File: config.mk
export PLATFORM = sky130hd
export DESIGN_NAME = koc_front
export DESIGN_NICKNAME = d
export VERILOG_FILES = /design/src/rtl/koc_pkg.sv /design/src/rtl/koc_front.sv
export SDC_FILE = /design/constraint.sdc
export NUM_CORES = 1
export LEC_CHECK = 0
export ABC_CLOCK_PERIOD_IN_PS = 4800
export BUFFER_PORTS_ARGS = -buffer_cell sky130_fd_sc_hd__buf_2
export CORE_AREA = 2 2 65 67
export DETAILED_ROUTE_END_ITERATION = 8
export DIE_AREA = 0 0 67 69
export PLACE_DENSITY = 0.79
export SETUP_SLACK_MARGIN = 0.3
export SLEW_MARGIN = 20
export SYNTH_ARGS = -nofsm -noshare
export SYNTH_HDL_FRONTEND = slang
export SYNTH_SLANG_ARGS = --single-unit
File: constraint.sdc
create_clock -name clk -period 4.8 [get_ports clk]
set_clock_uncertainty 0.2 [all_clocks]
set_input_delay 0.96 -clock clk [delete_from_list [all_inputs] [get_ports clk]]
set_output_delay 0.96 -clock clk [all_outputs]
set_load 0.02 [all_outputs]
File: src/rtl/koc_pkg.sv
// Package for the keyword occurrence counter: item modes, register indexes,
// default sizes and the command record passed from front to back end.
// No dependencies.
`timescale 1ns / 1ps
`default_nettype none
package koc_pkg;
	localparam int unsigned MaxWordsDef   = 512;
	localparam int unsigned MaxWordLenDef = 16;
	localparam int unsigned ChunkLenDef   = 999;

	localparam int unsigned ThreshW = 16;
	localparam int unsigned WiuW    = 10;
	localparam int unsigned SlotW   = 9;
	localparam int unsigned PosW    = 4;
	localparam int unsigned CfgIdxW = 1;
	localparam int unsigned CfgDataW = 16;

	localparam logic [ThreshW-1:0] ThreshReset = 16'd4;
	localparam logic [WiuW-1:0]    WiuReset    = 10'd300;

	typedef enum logic [1:0] {
		MODE_LOAD = 2'd0,
		MODE_TEXT = 2'd1,
		MODE_END  = 2'd2,
		MODE_NONE = 2'd3
	} mode_t;

	localparam logic [CfgIdxW-1:0] REG_THRESH = 1'b0;
	localparam logic [CfgIdxW-1:0] REG_WIU    = 1'b1;

	// One queued command: dictionary loads, text bytes and end-of-text all
	// reach the back end in arrival order.
	typedef struct packed {
		mode_t            kind;
		logic [SlotW-1:0] slot;
		logic [PosW-1:0]  pos;
		logic [7:0]       data;
		logic             last;
	} cmd_t;
endpackage
`default_nettype wire

File: src/rtl/koc_front.sv
// Front end: accepts input beats, drops unused beats and out-of-range loads,
// and queues loads, text and end-of-text commands. Uses koc_pkg.
`timescale 1ns / 1ps
`default_nettype none
module koc_front #(
	parameter int unsigned MAX_WORDS    = koc_pkg::MaxWordsDef,
	parameter int unsigned MAX_WORD_LEN = koc_pkg::MaxWordLenDef
) (
	input  wire logic                           clk,
	input  wire logic                           arst_n,
	input  wire logic                           push,
	output logic                                full,
	input  wire logic [1:0]                     mode,
	input  wire logic [koc_pkg::SlotW-1:0]      slot,
	input  wire logic [koc_pkg::PosW-1:0]       position,
	input  wire logic [7:0]                     byte_value,
	input  wire logic                           last_char,
	// Command queue toward the back end.
	output logic                                cmd_valid,
	output koc_pkg::cmd_t                       cmd,
	input  wire logic                           cmd_take
);
	import koc_pkg::*;
	localparam int unsigned QD = 2;

	cmd_t       q_q [QD];
	logic [0:0] wr_q, rd_q;
	logic [1:0] cnt_q;
	logic       acc, in_range, enq;
	mode_t      m;

	assign m = mode_t'(mode);
	assign full = (cnt_q == 2'(QD));
	assign acc = push && !full;
	assign in_range = (32'(slot) < MAX_WORDS) && (32'(position) < MAX_WORD_LEN);

	// Loads travel through the queue so they never overtake pending text.
	assign enq = acc && (m == MODE_TEXT || m == MODE_END || (m == MODE_LOAD && in_range));

	assign cmd_valid = (cnt_q != 2'd0);
	assign cmd = q_q[rd_q];

	// Two-entry command queue.
	always_ff @(posedge clk or negedge arst_n) begin
		if (!arst_n) begin
			wr_q  <= '0;
			rd_q  <= '0;
			cnt_q <= '0;
		end else begin
			if (enq) wr_q <= wr_q + 1'b1;
			if (cmd_take) rd_q <= rd_q + 1'b1;
			cnt_q <= cnt_q + 2'(enq) - 2'(cmd_take);
		end
	end

	always_ff @(posedge clk) begin
		if (enq) q_q[wr_q] <= '{kind: m, slot: slot, pos: position,
			data: byte_value, last: last_char};
	end
endmodule
`default_nettype wire

# Word level (Yosys, flattened, before mapping)
# Memory sizes are Yosys's and may differ from the RTL's.
# Cells that the tools add are included.
# totals
register_bits	4
mem_bits_rw	48
output_inout_bits	26
mem_count	1
# mem_list
name	depth	width	read_ports	rd_ports_with_merged_regs	write_ports	line	text
q_q	2	24	1	0	1	koc_front.sv:26	cmd_t q_q [QD];
# classes
n_addsub	4
eq_ne	3
n_mux	2
reduce_logical	7
# ops
op	n
== test 2 bit, second input constant	2
adder 1 bit, second input constant	2
adder 2 x 1 -> 2 bit	1
== test 2 x 1 -> 1 bit, second input constant	1
logical AND 1 bit	2
logical NOT 2 bit	1
logical OR 1 bit	2
2-to-1 mux 1 bit	2
nonzero test 2 bit	1
subtractor 2 x 1 -> 2 bit	1
logical NOT 1 bit	1

# Longest topological paths before layout
# logic_depth
depth_word	6
mapped_depth	7
mapped_depth_nobuf	7

# Least setup slack after synthesis
# OpenSTA, ideal clock, no wires.
# synth_path
path_type	in2reg
start	input port mode[0]
end	memory q_q[1][0] in the netlist's numbering (enable)
arrival_ns	2.184
required_ns	4.195
path_slack_ns	2.011
path_stages	3
n_path_buf	0
cell_sequence	nand2_1 nand3b_4 nor2_1
# synth_between
elab_chain_len	6
word_cells_on_any_way	8
# synth_rtl
element	line	text
from (decl)	koc_front.sv:13	input wire logic [1:0] mode,
== test 2 x 1 -> 1 bit / == test 2 bit (equally long branches)	koc_front.sv:38	assign enq = acc && (m == MODE_TEXT || m == MODE_END || (m == MODE_LOAD && in_range));
logical OR 1 bit	koc_front.sv:38	
logical OR 1 bit (*)	koc_front.sv:38	
logical AND 1 bit (*)	koc_front.sv:38	
2-to-1 mux 1 bit (*)	koc_front.sv:57	if (enq) q_q[wr_q] <= '{kind: m, slot: slot, pos: position,
2-to-1 mux 1 bit (not written as such) (*)	koc_front.sv:57	
to (decl)	koc_front.sv:26	
# Mark *: on every way between the ends. The rest lies on a longest branch, timed or not.

==> impl_metrics.env <==
export IMPL_critPathArrivalTime_ps=1970
export IMPL_hpwl_um=2124
export IMPL_hold_viol_final=0
export IMPL_drive_gt1_share_pct=58.55
export IMPL_grt_first_pass_wirelength_um=4754
export IMPL_synth_xor_area_share_pct=1.710
export IMPL_worstPathMaxFanout=14
export IMPL_viasPerCell=4.752
export IMPL_synthArstFlopShare_pct=7.692
export IMPL_nets=181
export IMPL_ys_ff_latch=52
export IMPL_ir_drop_mv=0.3109
export IMPL_cts_buffer_depth=2
export IMPL_slew_headroom_pct=52.97
export IMPL_dr_first_iter_drc_count=18
export IMPL_synth_edf_count=48
export IMPL_period_needed_ps=3126
export IMPL_synthCells=93
export IMPL_r2r_setup_slack_ps=2900
export IMPL_synth_top_family_by_area="multiplexers"
export IMPL_netlist_top_cells_count="48 x edfxtp_1, 19 x mux2_4, 5 x mux2_2"
export IMPL_cts_tree="done"
export IMPL_p_seq_share_pct=47.2
export IMPL_cp_num_buf_inv=2
export IMPL_p_per_area_nw_per_um2=568.8
export IMPL_clk_pin_slew_worst_paths_ps=90
export IMPL_post_cts_resized=0
export IMPL_yosysMostFrequentCell="edfxtp_1"
export IMPL_synth_compound_area_share_pct=0
export IMPL_core_area_um2=3914
export IMPL_endpoint_kind="primary output"
export IMPL_rsz0062_at_grt="no"
export IMPL_p_leak_nw=0.9772
export IMPL_final_max_slew_viol_count=0
export IMPL_die_area_um2=4623
export IMPL_yosys_area_share_simple_pct=2.260
export IMPL_place_area_um2=2337
export IMPL_cpPeakStageDelay_ps=770
export IMPL_holdBufCountCts=0
export IMPL_clock_latency_ps=290
export IMPL_diodes=0
export IMPL_holdCritPathClass="input pin to async pin"
export IMPL_finalSetupViolations=0
export IMPL_port_buffers=53
export IMPL_die_w_um=67
export IMPL_cp_slowest_cell="dfrtp_1"
export IMPL_syn_avg_cell_area_um2=22.02
export IMPL_pwr_share_comb_pct=36.3
export IMPL_worstPathRequired_ps=3640
export IMPL_worstSetupStartpointType="register"
export IMPL_h_tree_depth=2
export IMPL_avgRoutedWirePerCell_um=14.62
export IMPL_max_freq_mhz=319.9
export IMPL_cts_setup_buffers=0
export IMPL_grt_max_degree=25
export IMPL_rows=23
export IMPL_yosysUniqueCellTypes=15
export IMPL_synthAdderAreaFrac_pct=1.222
export IMPL_start_util_pct=52.33
export IMPL_path_cells="buf_4 > mux2_2 > buf_2"
export IMPL_switching_power_uw=446.5
export IMPL_synthMuxAreaShare_pct=16.68
export IMPL_synth_main_ff_cell="edfxtp_1"
export IMPL_cts_buffers=5
export IMPL_vias=960
export IMPL_maxCapViolCount=0
export IMPL_place_gp_congestion=0.6696
export IMPL_status="finished clean"
export IMPL_syn_nets=123
export IMPL_die_h_um=69
export IMPL_p_sw_share_pct=32.29
export IMPL_r2r_start="cnt_q[1]"
export IMPL_critical_path_class="register to primary output"
export IMPL_io_pins=54
export IMPL_first_global_vias=1014
export IMPL_ys_seq_area_share_pct=75.26
export IMPL_power_frac_clock_pct=16.5
export IMPL_ant_nets=0
export IMPL_max_slew_worst_pin_slew_ps=703.7
export IMPL_wirelength_um=2953
export IMPL_synth_area_um2=2048
export IMPL_yosys_area_top_type="edfxtp_1"
export IMPL_p_int_uw=936.2
export IMPL_fin_total_pwr_mw=1.383
export IMPL_grt_overflow_total=0
export IMPL_drc=0
export IMPL_grt_usage_pct=14.40
export IMPL_critical_path_top_delay_family="flip-flops"
export IMPL_cts_sinks=52
export IMPL_synthDominantCellAreaShare_pct=70.37
export IMPL_finalCritPeriodShare_pct=65.12
export IMPL_areaGrowthSynthToFinish_pct=18.69
export IMPL_critPathLaunch="rd_q"
export IMPL_root_buffer="clkbuf_8"
export IMPL_hold_ws_ps=258.0
export IMPL_final_core_util_pct=62.12
export IMPL_yosysWarningCount=0
export IMPL_dr_pass1_iters=4
export IMPL_fin_area_um2=2431
export IMPL_yosys_top_cells_area="edfxtp_1 70%, mux2_4 14%, dfrtp_1 4.9%, mux2_2 2.7%, buf_12 2.0%"
export IMPL_finalSetupTns_ps=0
export IMPL_antenna_found_initial=0
[placed cells by master, fill, tap and decap left out]
master and n:
buf_2 53, buf_4 1, clkbuf_1 1, clkbuf_8 5
clkinv_1 1, clkinvlp_4 1, dfrtp_1 4, edfxtp_1 48
ha_1 2, inv_1 2, mux2_2 5, mux2_4 19
nand2_1 1, nand3b_4 1, nor2_4 2, nor2b_2 1
or2_2 1, xnor2_1 3, xor2_1 1
[kinds of logic after synthesis]
family        after synthesis
xor+xnor                    4
fa+ha+maj                   2
buf+inv                     5
flops                      52
mux                        24
simple gates                6
[metal layers]
metal  part of all wire (%)  wire length (um)  vias to the layer above  GRT usage [%]
met4                   0.47                14                        0          5.442
met1                     36              1056                      456          15.68
met5                      0                 0                        -              0
met2                     57              1671                       33          24.97
met3                    7.1               210                        2          5.220
li1                       -                 -                      469              -
[flip-flops by register name (all words and copies together), names as in the netlist]
register / cells
q_q: 48
rd_q: 1
wr_q: 1
cnt_q: 2
[power by group through the flow]
stage                     clock (mW)  sequential [mW]  combinational (mW)
after CTS                      0.237            0.655               0.510
after detailed placement           0            0.665               0.510
final                          0.229            0.652               0.502
after floorplan                    0            0.631               0.435
after global routing           0.255            0.663               0.538
after global placement             0            0.658               0.492
[layout make-up]
type | instances | area, um2
Clock buffer | 6 | 72.57
Inverter | 2 | 7.507
Clock inverter | 2 | 11.26
Tap cell | 50 | 62.56
Fill cell | 315 | 1483
Sequential cell | 52 | 1541
Multi-Input combinational cell | 36 | 462.9
Timing Repair Buffer | 54 | 272.8
[worst paths after layout]
check	to	cells after the start
setup reg to reg	q_q[0][14]	3
max in group asynchronous	cnt_q[1]	1
hold reg to reg	cnt_q[1]	1
setup / recovery	cmd[10]	3
hold / removal	wr_q	1
min in group clk	cnt_q[1]	1
[per-stage QoR]
stage | setup slack [ps] | instances
4_1_cts | 1633 | 202
5_1_grt | 1549 | 202
3_3_place_gp | 2019 | 194
6_report | 1674 | 202
3_5_place_dp | 1906 | 194
2_1_floorplan | 2011 | 93
Power figures use the tool's default switching activity.
